File: src/gra_pkg.sv
// ----------------------------------------------------------------------------
// gra_pkg: shared types and constants for the greedy row assignment block
// Field widths, cost limits, register map and default sizing.
// ----------------------------------------------------------------------------
package gra_pkg;

  // Payload field widths.
  localparam int COST_W  = 30;
  localparam int TOTAL_W = 36;
  localparam int IDX_W   = 7;
  localparam int SIZE_W  = 7;

  // Cost sentinel and the largest cost a result may carry.
  localparam logic [COST_W-1:0] COST_SENTINEL = 30'd1000000000;
  localparam logic [COST_W-1:0] COST_LIMIT    = 30'd999999999;

  // Sizing defaults.
  localparam int DEF_MAX_N = 64;
  localparam logic [SIZE_W-1:0] SIZE_RESET = 7'd64;

  // Register port geometry.
  localparam int ADDR_W = 3;
  localparam int DATA_W = 32;

  // Register indexes, taken from the word address bits.
  typedef enum logic [ADDR_W-3:0] {
    REG_MATRIX_SIZE = 1'b0
  } reg_idx_t;

endpackage

File: src/gra_ifs.sv
// ----------------------------------------------------------------------------
// gra_ifs: valid/ready channel interfaces of the greedy row assignment block
// One interface for the cost stream and one for the assignment results.
// ----------------------------------------------------------------------------

// Cost stream, one matrix entry per transfer.
interface gra_in_if import gra_pkg::*; ();
  logic              valid;
  logic              ready;
  logic [COST_W-1:0] cost;

  modport source (output valid, output cost, input ready);
  modport sink   (input valid, input cost, output ready);
endinterface

// Assignment results, one per matrix row.
interface gra_out_if import gra_pkg::*; ();
  logic               valid;
  logic               ready;
  logic [IDX_W-1:0]   worker;
  logic [IDX_W-1:0]   assigned_job;
  logic [COST_W-1:0]  job_cost;
  logic [TOTAL_W-1:0] total_cost;
  logic               last_worker;

  modport source (output valid, output worker, output assigned_job, output job_cost,
                  output total_cost, output last_worker, input ready);
  modport sink   (input valid, input worker, input assigned_job, input job_cost,
                  input total_cost, input last_worker, output ready);
endinterface

File: src/greedy_row_assignment.sv
// ----------------------------------------------------------------------------
// greedy_row_assignment: greedy worker-to-job assignment over a cost stream
// Streams an N-by-N cost matrix in row-major order and assigns each row the
// cheapest job not yet taken, reporting one result per row.
// ----------------------------------------------------------------------------
// Unless input is refused, the block takes one cost per clock cycle, back
// to back, with no gaps between rows or matrices. Each entry reads the
// job-taken memory in the cycle it is accepted and is compared against
// the running row minimum in the next cycle; a row's result passes from
// that compare stage into the output register. A job marked taken at the
// end of one row is forwarded to the read that happens in the same cycle.
// Results are held in an output register; input is refused only while a
// row result is ready to leave and the previous one is still waiting.
// Writing matrix_size abandons any matrix in progress. No clearing pass is
// needed after reset or between matrices.
module greedy_row_assignment import gra_pkg::*; #(
  parameter int MAX_N = DEF_MAX_N
) (
  input  logic              clk,
  input  logic              rst_n,
  gra_in_if.sink            in_ch,
  gra_out_if.source         out_ch,
  input  logic              cfg_psel,
  input  logic              cfg_penable,
  input  logic              cfg_pwrite,
  input  logic [ADDR_W-1:0] cfg_paddr,
  input  logic [DATA_W-1:0] cfg_pwdata,
  output logic [DATA_W-1:0] cfg_prdata,
  output logic              cfg_pready
);

  localparam int CW = (MAX_N > 1) ? $clog2(MAX_N) : 1;
  localparam logic [SIZE_W-1:0] MAX_SIZE = SIZE_W'(MAX_N);

  // Configuration and counters.
  logic [SIZE_W-1:0]  size_r;
  logic [SIZE_W-1:0]  n_eff;
  logic [CW-1:0]      col_r;
  logic [CW-1:0]      row_r;

  // Job-taken memory and its per-matrix valid bits.
  logic               taken_mem [MAX_N];
  logic [MAX_N-1:0]   valid_r;
  logic               rd_q_r;
  logic               fwd_r;
  logic               wr_en;
  logic [CW-1:0]      wr_addr;

  // Compare stage.
  logic               s1_v_r;
  logic [COST_W-1:0]  s1_cost_r;
  logic [CW-1:0]      s1_col_r;
  logic               s1_end;
  logic               s1_go;
  logic               stall1;
  logic               taken1;
  logic               better;
  logic [COST_W-1:0]  cand_cost;
  logic [CW-1:0]      cand_col;
  logic [COST_W-1:0]  fin_cost;
  logic [TOTAL_W-1:0] total_nxt;
  logic               last_row;

  // Row tracking.
  logic [COST_W-1:0]  best_cost_r;
  logic [CW-1:0]      best_col_r;
  logic [TOTAL_W-1:0] total_r;

  // Output register.
  logic               out_valid_r;
  logic [IDX_W-1:0]   out_worker_r;
  logic [IDX_W-1:0]   out_job_r;
  logic [COST_W-1:0]  out_cost_r;
  logic [TOTAL_W-1:0] out_total_r;
  logic               out_last_r;

  logic               in_acc;
  logic               cfg_wr;
  logic [COST_W-1:0]  in_cost_sat;
  reg_idx_t           reg_idx;

  // Register port decode.
  assign reg_idx    = reg_idx_t'(cfg_paddr[ADDR_W-1:2]);
  assign cfg_wr     = cfg_psel && cfg_penable && cfg_pwrite && (reg_idx == REG_MATRIX_SIZE);
  assign cfg_pready = 1'b1;

  always_comb begin
    case (reg_idx)
      REG_MATRIX_SIZE: cfg_prdata = DATA_W'(size_r);
      default:         cfg_prdata = '0;
    endcase
  end

  // Effective matrix size, clamped to the supported range.
  always_comb begin
    if (size_r == '0) begin
      n_eff = SIZE_W'(1);
    end else if (size_r > MAX_SIZE) begin
      n_eff = MAX_SIZE;
    end else begin
      n_eff = size_r;
    end
  end

  // Input handshake and cost saturation.
  assign stall1      = s1_v_r && s1_end && out_valid_r && !out_ch.ready;
  assign in_ch.ready = !stall1;
  assign in_acc      = in_ch.valid && in_ch.ready;
  assign in_cost_sat = (in_ch.cost > COST_LIMIT) ? COST_LIMIT : in_ch.cost;

  // Compare stage: taken lookup, running minimum and row end.
  assign s1_go     = s1_v_r && !stall1;
  assign s1_end    = (SIZE_W'(s1_col_r) == n_eff - SIZE_W'(1));
  assign taken1    = (rd_q_r && valid_r[s1_col_r]) || fwd_r;
  assign better    = !taken1 && (s1_cost_r < best_cost_r);
  assign cand_cost = better ? s1_cost_r : best_cost_r;
  assign cand_col  = better ? s1_col_r : best_col_r;
  assign fin_cost  = (cand_cost >= COST_SENTINEL) ? COST_LIMIT : cand_cost;
  assign total_nxt = total_r + TOTAL_W'(fin_cost);
  assign last_row  = ((SIZE_W'(row_r) + SIZE_W'(1)) >= n_eff);

  // A row that is not the last marks its chosen job taken.
  assign wr_en   = s1_go && s1_end && !last_row;
  assign wr_addr = cand_col;

  // Taken memory: read on acceptance, written at the end of a row.
  always_ff @(posedge clk) begin
    if (wr_en) begin
      taken_mem[wr_addr] <= 1'b1;
    end
    if (in_acc) begin
      rd_q_r <= taken_mem[col_r];
    end
  end

  // Stage payload registers.
  always_ff @(posedge clk) begin
    if (in_acc) begin
      s1_cost_r <= in_cost_sat;
      s1_col_r  <= col_r;
    end
  end

  // Control state.
  always_ff @(posedge clk) begin
    if (!rst_n) begin
      size_r      <= SIZE_RESET;
      col_r       <= '0;
      row_r       <= '0;
      valid_r     <= '0;
      fwd_r       <= 1'b0;
      s1_v_r      <= 1'b0;
      best_cost_r <= COST_SENTINEL;
      best_col_r  <= '0;
      total_r     <= '0;
    end else if (cfg_wr) begin
      size_r      <= cfg_pwdata[SIZE_W-1:0];
      col_r       <= '0;
      row_r       <= '0;
      valid_r     <= '0;
      fwd_r       <= 1'b0;
      s1_v_r      <= 1'b0;
      best_cost_r <= COST_SENTINEL;
      best_col_r  <= '0;
      total_r     <= '0;
    end else begin
      // Column counter and forwarding of a same-cycle write.
      if (in_acc) begin
        if (SIZE_W'(col_r) == n_eff - SIZE_W'(1)) begin
          col_r <= '0;
        end else begin
          col_r <= col_r + CW'(1);
        end
        fwd_r  <= wr_en && (wr_addr == col_r);
        s1_v_r <= 1'b1;
      end else if (s1_go) begin
        s1_v_r <= 1'b0;
      end

      // Running minimum and end-of-row bookkeeping.
      if (s1_go) begin
        if (s1_end) begin
          best_cost_r <= COST_SENTINEL;
          best_col_r  <= '0;
          if (last_row) begin
            row_r   <= '0;
            total_r <= '0;
            valid_r <= '0;
          end else begin
            row_r            <= row_r + CW'(1);
            total_r          <= total_nxt;
            valid_r[wr_addr] <= 1'b1;
          end
        end else begin
          best_cost_r <= cand_cost;
          best_col_r  <= cand_col;
        end
      end
    end
  end

  // Output register valid.
  always_ff @(posedge clk) begin
    if (!rst_n) begin
      out_valid_r <= 1'b0;
    end else if (s1_go && s1_end) begin
      out_valid_r <= 1'b1;
    end else if (out_ch.ready) begin
      out_valid_r <= 1'b0;
    end
  end

  // Output register payload.
  always_ff @(posedge clk) begin
    if (s1_go && s1_end) begin
      out_worker_r <= IDX_W'(row_r) + IDX_W'(1);
      out_job_r    <= IDX_W'(cand_col) + IDX_W'(1);
      out_cost_r   <= fin_cost;
      out_total_r  <= total_nxt;
      out_last_r   <= last_row;
    end
  end

  assign out_ch.valid        = out_valid_r;
  assign out_ch.worker       = out_worker_r;
  assign out_ch.assigned_job = out_job_r;
  assign out_ch.job_cost     = out_cost_r;
  assign out_ch.total_cost   = out_total_r;
  assign out_ch.last_worker  = out_last_r;

  // The number of taken jobs always equals the number of finished rows.
  a_taken_count : assert property (@(posedge clk) disable iff (!rst_n)
    $countones(valid_r) == int'(row_r))
    else $error("taken map count differs from row count");

  // A job is never marked taken twice within one matrix.
  a_no_double_take : assert property (@(posedge clk) disable iff (!rst_n)
    wr_en |-> !valid_r[wr_addr])
    else $error("job assigned twice in one matrix");

  // The column counter stays inside the active matrix.
  a_col_range : assert property (@(posedge clk) disable iff (!rst_n)
    SIZE_W'(col_r) < n_eff)
    else $error("column counter out of range");

  // A row result always carries a real, saturated cost.
  a_cost_bound : assert property (@(posedge clk) disable iff (!rst_n)
    out_valid_r |-> (out_cost_r <= COST_LIMIT))
    else $error("result cost above limit");

  // After the final row leaves the compare stage the taken map and total are clear.
  a_clear_after_last : assert property (@(posedge clk) disable iff (!rst_n)
    (s1_go && s1_end && last_row && !cfg_wr) |=> (valid_r == '0) && (total_r == '0))
    else $error("matrix state not cleared after last row");

endmodule

File: src/flat_wrapper.sv
// flat-port wrapper written by rule: the top's interface ports become plain ports
module greedy_row_assignment_flat import gra_pkg::*;
#(
  parameter int MAX_N = DEF_MAX_N
)
  (clk, rst_n, cfg_psel, cfg_penable, cfg_pwrite, cfg_paddr, cfg_pwdata, cfg_prdata, cfg_pready, in_ch_valid, in_ch_cost, in_ch_ready, out_ch_valid, out_ch_worker, out_ch_assigned_job, out_ch_job_cost, out_ch_total_cost, out_ch_last_worker, out_ch_ready);
  gra_in_if in_ch_i ();
  gra_out_if out_ch_i ();
  input  logic clk;
  input  logic rst_n;
  input  logic cfg_psel;
  input  logic cfg_penable;
  input  logic cfg_pwrite;
  input  logic [ADDR_W-1:0] cfg_paddr;
  input  logic [DATA_W-1:0] cfg_pwdata;
  output logic [DATA_W-1:0] cfg_prdata;
  output logic cfg_pready;
  input wire logic [$bits(in_ch_i.valid)-1:0] in_ch_valid;
  input wire logic [$bits(in_ch_i.cost)-1:0] in_ch_cost;
  output wire logic [$bits(in_ch_i.ready)-1:0] in_ch_ready;
  output wire logic [$bits(out_ch_i.valid)-1:0] out_ch_valid;
  output wire logic [$bits(out_ch_i.worker)-1:0] out_ch_worker;
  output wire logic [$bits(out_ch_i.assigned_job)-1:0] out_ch_assigned_job;
  output wire logic [$bits(out_ch_i.job_cost)-1:0] out_ch_job_cost;
  output wire logic [$bits(out_ch_i.total_cost)-1:0] out_ch_total_cost;
  output wire logic [$bits(out_ch_i.last_worker)-1:0] out_ch_last_worker;
  input wire logic [$bits(out_ch_i.ready)-1:0] out_ch_ready;
  assign in_ch_i.valid = in_ch_valid;
  assign in_ch_i.cost = in_ch_cost;
  assign in_ch_ready = in_ch_i.ready;
  assign out_ch_valid = out_ch_i.valid;
  assign out_ch_worker = out_ch_i.worker;
  assign out_ch_assigned_job = out_ch_i.assigned_job;
  assign out_ch_job_cost = out_ch_i.job_cost;
  assign out_ch_total_cost = out_ch_i.total_cost;
  assign out_ch_last_worker = out_ch_i.last_worker;
  assign out_ch_i.ready = out_ch_ready;
  greedy_row_assignment #(.MAX_N(MAX_N)) u_core (.clk(clk), .rst_n(rst_n), .in_ch(in_ch_i), .out_ch(out_ch_i), .cfg_psel(cfg_psel), .cfg_penable(cfg_penable), .cfg_pwrite(cfg_pwrite), .cfg_paddr(cfg_paddr), .cfg_pwdata(cfg_pwdata), .cfg_prdata(cfg_prdata), .cfg_pready(cfg_pready));
endmodule
File: config.mk
export PLATFORM = sky130hd
export DESIGN_NAME = greedy_row_assignment_flat
export DESIGN_NICKNAME = d
export VERILOG_FILES = /design/src/gra_pkg.sv /design/src/gra_ifs.sv /design/src/greedy_row_assignment.sv /design/src/flat_wrapper.sv
export SDC_FILE = /design/constraint.sdc
export NUM_CORES = 1
export LEC_CHECK = 0
export ABC_AREA = 1
export BUFFER_PORTS_ARGS = -buffer_cell sky130_fd_sc_hd__buf_2
export CAP_MARGIN = 0
export CORE_MARGIN = 3
export CORE_UTILIZATION = 55
export CTS_CLUSTER_SIZE = 24
export DETAILED_ROUTE_END_ITERATION = 10
export PLACE_DENSITY = 0.77
export SYNTH_ARGS = -nofsm -noshare
export SYNTH_HDL_FRONTEND = slang
export SYNTH_SLANG_ARGS = --single-unit
File: constraint.sdc
create_clock -name clk -period 12.6 [get_ports clk]
set_clock_uncertainty 0.1 [all_clocks]
set_input_delay 0.63 -clock clk [delete_from_list [all_inputs] [get_ports clk]]
set_output_delay 0.63 -clock clk [all_outputs]
set_load 0.01 [all_outputs]
=== Word level (Yosys, flattened, before mapping) ===
Cells that the tools add are included.

* Add/subtract/negate cells: 6
* $lt $le $gt $ge: 8
* Equality and inequality tests: 3
* Multiplexer cells: 20
* Bitwise operators: 3
* Reduce and logical (&&, ||, !) cells: 24

{| class="wikitable"
|+ Operator list
! cell !! count
|-
| 30-bit two-way mux || 3
|-
| 64-bit two-way mux || 1
|-
| 64-bit OR || 1
|-
| 36-bit by 30-bit adder with 36-bit output || 1
|-
| 36-bit two-way mux || 1
|-
| 30-bit greater-or-equal comparator (second input constant) || 1
|-
| 30-bit greater-than comparator (second input constant) || 1
|-
| 30-bit less-than comparator || 1
|-
| 6-bit two-way mux || 4
|-
| 7-bit two-way mux || 3
|-
| 6-bit by 1-bit adder with 7-bit output (second input constant) || 2
|-
| 6-bit by 7-bit equality test with 1-bit output || 2
|-
| 1-bit logical AND || 14
|-
| 6-bit by 7-bit less-than comparator with 1-bit output (second input constant) || 2
|-
| 6-bit by 1-bit adder with 6-bit output (second input constant) || 2
|-
| 7-bit greater-or-equal comparator || 1
|-
| 7-bit greater-than comparator (second input constant) || 1
|-
| 7-bit logical NOT || 1
|-
| 7-bit by 1-bit subtractor with 7-bit output (second input constant) || 1
|-
| 1-bit binary-select mux with 6-bit select || 1
|-
| 1-bit demux with 6-bit select || 1
|-
| 6-bit equality test || 1
|-
| 6-bit by 1-bit greater-or-equal comparator with 1-bit output (second input constant) || 1
|-
| 1-bit two-way mux || 6
|-
| other kinds (6) || 11
|}

* Register bits: 276
* Input port bits: 72
* Output and inout bits: 116
* Logic and storage cells: 82

=== Logic depth before layout (Yosys ltp) ===
* Depth in word-level cells: 13
* Depth in mapped cells: 37

=== Worst setup path before layout ===
OpenSTA, ideal clock, no wires.

* Path kind: register to register
* Start point: reg u_core.s1_cost_r[29]
* End point: reg u_core.out_total_r[24], in the netlist u_core.out_ch.total_cost[24], data pin
* Arrival time: 4417 ps
* Data required time: 12250 ps
* Setup slack: 7833 ps
* Cell stages (with the launch flop): 31
* Buffers on the path: 1
* Period minus slack after synthesis: 4767 ps
* Cells stage by stage: edfxtp_1 > ha_1 > nand2_1 > nor2_1 > nand2_1 > nor4b_1 > nand3_1 > nand4_4 > buf_2 > nand2_1 > nand2_1 > nor2_1 > nand2_2 > inv_2 > a21oi_4 > nand4_1 > ha_1 > fa_1 > nand3_1 > nand3_1 > a21oi_1 > o21bai_1 > nand3_1 > nand2_1 > a21oi_1 > inv_1 > nand2_1 > nand2_1 > or2_2 > nand2_1 > inv_1

* Cells in the longest elaborated chain, start to end: 6

{| class="wikitable"
|+ RTL lines
! item !! line !! RTL
|-
| start, declared || greedy_row_assignment.sv:51 || <nowiki>logic [COST_W-1:0] s1_cost_r;</nowiki>
|-
| start signal, assigned || greedy_row_assignment.sv:139 || <nowiki>s1_cost_r <= in_cost_sat;</nowiki>
|-
| 30-bit less-than comparator || greedy_row_assignment.sv:115 || <nowiki>assign better = !taken1 && (s1_cost_r < best_cost_r);</nowiki>
|-
| 1-bit logical AND || greedy_row_assignment.sv:115 ||
|-
| 30-bit two-way mux * || greedy_row_assignment.sv:116 || <nowiki>assign cand_cost = better ? s1_cost_r : best_cost_r;</nowiki>
|-
| 30-bit greater-or-equal comparator || greedy_row_assignment.sv:118 || <nowiki>assign fin_cost = (cand_cost >= COST_SENTINEL) ? COST_LIMIT : cand_cost;</nowiki>
|-
| 30-bit two-way mux * || greedy_row_assignment.sv:118 ||
|-
| named net u_core.fin_cost[0] || greedy_row_assignment.sv:60 || <nowiki>logic [COST_W-1:0] fin_cost;</nowiki>
|-
| 36-bit by 30-bit adder with 36-bit output * || greedy_row_assignment.sv:119 || <nowiki>assign total_nxt = total_r + TOTAL_W'(fin_cost);</nowiki>
|-
| named net u_core.total_nxt[24] || greedy_row_assignment.sv:61 || <nowiki>logic [TOTAL_W-1:0] total_nxt;</nowiki>
|-
| end signal, assigned || greedy_row_assignment.sv:219 || <nowiki>out_total_r <= total_nxt;</nowiki>
|-
| end, declared || greedy_row_assignment.sv:74 || <nowiki>logic [TOTAL_W-1:0] out_total_r;</nowiki>
|}

The timed path passes the listed nets; every way through them passes the cells marked *.
A chain may end at the register's enable or synchronous reset.

=== Final worst setup path ===
* Start point: reg u_core.s1_col_r[1]
* End point: reg u_core.out_total_r[24], in the netlist u_core.out_ch.total_cost[24], data pin

* Cells in the longest elaborated chain, start to end: 10

{| class="wikitable"
|+ RTL lines
! item !! line !! RTL
|-
| start, declared || greedy_row_assignment.sv:52 || <nowiki>logic [CW-1:0] s1_col_r;</nowiki>
|-
| start signal, assigned || greedy_row_assignment.sv:140 || <nowiki>s1_col_r <= col_r;</nowiki>
|-
| 1-bit binary-select mux with 6-bit select * || greedy_row_assignment.sv:114 || <nowiki>assign taken1 = (rd_q_r && valid_r[s1_col_r]) || fwd_r;</nowiki>
|-
| 1-bit two-way mux (implied by the code) * || greedy_row_assignment.sv:114 ||
|-
| 1-bit logical AND * || greedy_row_assignment.sv:114 ||
|-
| 1-bit logical OR * || greedy_row_assignment.sv:114 ||
|-
| 1-bit logical NOT * || greedy_row_assignment.sv:115 ||
|-
| 1-bit logical AND * || greedy_row_assignment.sv:115 ||
|-
| 30-bit two-way mux * || greedy_row_assignment.sv:116 ||
|-
| 30-bit greater-or-equal comparator || greedy_row_assignment.sv:118 ||
|-
| 30-bit two-way mux * || greedy_row_assignment.sv:118 ||
|-
| named net u_core.fin_cost[0] || greedy_row_assignment.sv:60 ||
|-
| 36-bit by 30-bit adder with 36-bit output * || greedy_row_assignment.sv:119 ||
|-
| named net u_core.total_nxt[24] || greedy_row_assignment.sv:61 ||
|}

The timed path passes the listed nets; every way through them passes the cells marked *. The select of a mux whose other input is x is not followed.

==> run_results.csv <==
group,metric,value,unit
route,detailedRoute.firstPassIterationCount,7,
route,avgViaCountPerCell,5.63,
logic_synthesis,synth_largest_type_area_fraction,24.7,%
die,initial_utilization,56.2,%
min_path,timing.hold.worst.class,"input pin to flop",
worst_setup_path,crit_arrival,7.09,ns
timing,clock.fmax,0.145,GHz
die,std_cell_rows,58,
clock_network,cts_htree_levels,1,
die,die_width,167,um
logic_synthesis,post_synth_instance_area,0.0142,sq mm
logic_synthesis,sequential_area_share_after_synthesis,47.0,%
timing,finalSetupTns,0,ns
timing,timing.max_slew.rel_slack,33.7,%
power,combinationalPowerShare,16.6,%
final_layout,filler_cell_count,2183,
global_routing,global_route_congestion_overflow_total,0,
place,postPlaceCellArea,0.0149,sq mm
timing,post-route-min-period,6.88,ns
logic_synthesis,netlist_top_cells_area,"edfxtp_1 25%, dfxtp_1 22%, nand2_1 9.9%",
worst_setup_path,worst_setup_ep_type,"flop",
global_routing,initial_antenna_violation_count,0,
logic_synthesis,syn_area_per_cell,8.46,sq um
final_layout,nNetsFinal,1929,
logic_synthesis,yosys_warnings,0,
worst_setup_path,timing.critical_path.required,12.81,ns
power,power_frac_seq,45.0,%
route,dr.first_iter.drc_count,1198,
final_layout,final_cell_area,0.0158,sq mm
worst_setup_path,critical_path_class,"flop to flop",
worst_setup_path,crit_path_start_kind,"flop",
global_routing,first_global_vias,11200,
worst_setup_path,critPathSlowestCell,"edfxtp_1",
power,power.share.switching,28.7,%
clock_network,post_cts_hold_buffer_count,0,
clock_network,worstSkewPairLatency,0.56,ns
die,coreArea,0.0253,sq mm
logic_synthesis,synth.most_common_cell,"nand2_1",
logic_synthesis,post_synth_num_cell_types,54,
worst_setup_path,max_stage_delay,0.93,ns
logic_synthesis,synthArstFlopShare,0,%
die,dieArea,0.0278,sq mm
timing,final_max_slew_viol_count,0,
logic_synthesis,synth_commonest_cells,"374 x nand2_1, 158 x dfxtp_1, 150 x inv_1, 134 x o21ai_0, 117 x edfxtp_1",
logic_synthesis,synth_area_leader_cell,"edfxtp_1",
timing,tightestPinTransition,0.995,ns
route,detail_route.wl_per_cell,16.4,um
route,vias,12000,
place,gpl.final_weighted_congestion,0.953,
power,internal-power,1.55,mW
power,ir_drop,0.107,mV
power,cellPowerDensity,137,mW/mm^2
route,drc,0,
clock_network,worst_setup_hold_path_clk_slew,0.06,ns
clock_network,clock_tree_from_tritoncts,"done",
timing,final-hold-violation-count,0,
timing,rsz0062_at_grt,"false",
power,pwr-share-clk,38.4,%
final_layout,area.growth.synth_to_final,11.5,%
global_routing,globalRouteTotalUtil,24.5,%
power,static-leakage-power,6.87,nW
global_routing,grt_first_pass_wirelength,56800,um
worst_setup_path,crit_path_frequent_cell,"nand2_1",
place,dpl.hpwl,24900,um
final_layout,drive_above_1_share,13.9,%
logic_synthesis,post_synth_inst_count,1679,
die,design.portCount,188,
final_layout,num_antenna_cells,0,
place,place.port_buffers,134,
power,power_switching,622,uW
timing,final.period_utilization,54.6,%
route,antenna_left,0,
clock_network,cts_buffer_depth,3,
clock_network,tritoncts.num_buffers,28,
clock_network,post_cts_resized,0,
clock_network,clkSinkCount,275,
global_routing,grt_start_max_net_pins,83,
flow_run,max_cap_violation_count,0,
worst_setup_path,crit_fanout,55,
route,wl,35100,um
logic_synthesis,synth_seq_cells,275,
clock_network,cts.root.buffer_cell,"clkbuf_16",
clock_network,cts.repair_timing.setup_buffer_count,0,
status,status,"complete, no violations",
die,chipHeight,167,um
logic_synthesis,synth_flop_cell,"dfxtp_1",
timing,setup_viol,0,
logic_synthesis,synth_edf_count,117,
[layout by cell type, fill, tap and decap left out, types with 4 or more instances in the layout]
cell type	n
a21o_1	11
a21oi_1	96
a22o_1	4
a32o_1	11
buf_2	134
buf_4	8
clkbuf_1	6
clkbuf_16	28
clkinv_2	8
conb_1	26
dfxtp_1	158
edfxtp_1	117
ha_1	70
inv_1	149
inv_2	11
nand2_1	374
nand2_2	5
nand3_1	104
nand3_2	4
nand4_1	26
nor2_1	86
nor2_2	5
nor2_4	5
nor3_1	12
nor4_1	4
o211ai_1	5
o21a_1	6
o21ai_0	133
o21ai_1	67
o21ai_2	6
o221ai_1	13
or2_1	8
or2_2	18
xnor2_1	17
xor2_1	30
[metal layers]
metal | routed length (um) | vias up | track usage [%] | share of wire (%)
met2 | 16000 | 493 | 39.6 | 45
met3 | 2680 | 74 | 3.01 | 7.6
met1 | 15600 | 5599 | 34.6 | 44
met4 | 913 | 0 | 7.75 | 2.6
li1 | - | 5868 | - | -
met5 | 0 | - | 0 | 0
[per-stage QoR]
| step | hold WS (ns) | total power [mW] | setup WS, ns | utilization, % | cells |
|---|---|---|---|---|---|
| after global placement | 0.349 | 1.33 | 6.06 | 59.0 | 2086 |
| final | 0.175 | 2.17 | 5.72 | 62.7 | 2138 |
| after CTS | 0.155 | 2.17 | 5.85 | 62.7 | 2138 |
| after global routing | 0.163 | 2.26 | 5.36 | 62.7 | 2138 |
| after detailed placement | 0.354 | 1.34 | 5.88 | 59.0 | 2086 |
| after floorplan | 0.335 | 1.26 | 7.83 | - | 1703 |
[path summary, 6_finish.rpt]
kind	to	from	slack, ns	depth (start not counted)
setup reg to reg	u_core.out_ch.total_cost[24]	u_core.s1_col_r[1]	5.72	31
setup / recovery	u_core.out_ch.total_cost[24]	u_core.s1_col_r[1]	5.72	31
hold / removal	u_core.s1_cost_r[28]	in_ch_cost[28]	0.17	1
hold reg to reg	u_core.best_col_r[1]	u_core.best_col_r[1]	0.36	2
[cells by family (layout without fill, tap and decap cells)]
| logic type | count (synthesis) | in the layout | share of synthesized area (%) |
|---|---|---|---|
| other | 2 | 26 | 0.0529 |
| buffers and inverters | 254 | 359 | 8.21 |
| AO/OA/AOI/OAI | 369 | 369 | 14.8 |
| flip-flops | 275 | 275 | 47.0 |
| AND/OR/NAND/NOR | 660 | 660 | 20.6 |
| adder cells (fa/ha/maj) | 71 | 71 | 6.31 |
| XOR/XNOR | 48 | 48 | 3.01 |
[layout make-up]
type                            instances  area [sq um]  share of cell area [%]
Clock inverter                         17           193                    1.22
Multi-Input combinational cell       1174          6460                    40.8
Inverter                              165           626                    3.95
Clock buffer                           35           737                    4.65
Sequential cell                       275          6680                    42.2
Timing Repair Buffer                  142           731                    4.62
Tap cell                              330           413                    2.61
[power by group through the flow]
stage / registers [mW] / logic (mW) / clock network [mW]
3_3_place_gp: 0.993 / 0.340 / 0
6_report: 0.975 / 0.361 / 0.833
3_5_place_dp: 0.994 / 0.350 / 0
5_1_grt: 0.977 / 0.404 / 0.878
2_1_floorplan: 0.987 / 0.274 / 0
4_1_cts: 0.975 / 0.354 / 0.841
[registers in the layout, indices dropped and copies added, names as in the netlist, 6 cells and up]
register,flops
u_core.valid_r,64
u_core.out_ch.total_cost,36
u_core.total_r,36
u_core.best_cost_r,30
u_core.out_ch.job_cost,30
u_core.s1_cost_r,30
u_core.out_ch.assigned_job,7
u_core.out_ch.worker,7
u_core.size_r,7
u_core.best_col_r,6
u_core.col_r,6
u_core.row_r,6
u_core.s1_col_r,6
[critical path, delay by kind of cell (launching register included)]
kind | cells | cell delay [ns]
simple gates | 20 | 2.64
compound gates | 4 | 1.17
flops | 1 | 0.93
fa+ha+maj | 2 | 0.74
buf+inv | 5 | 0.99
(Power assumes the default switching activity.)
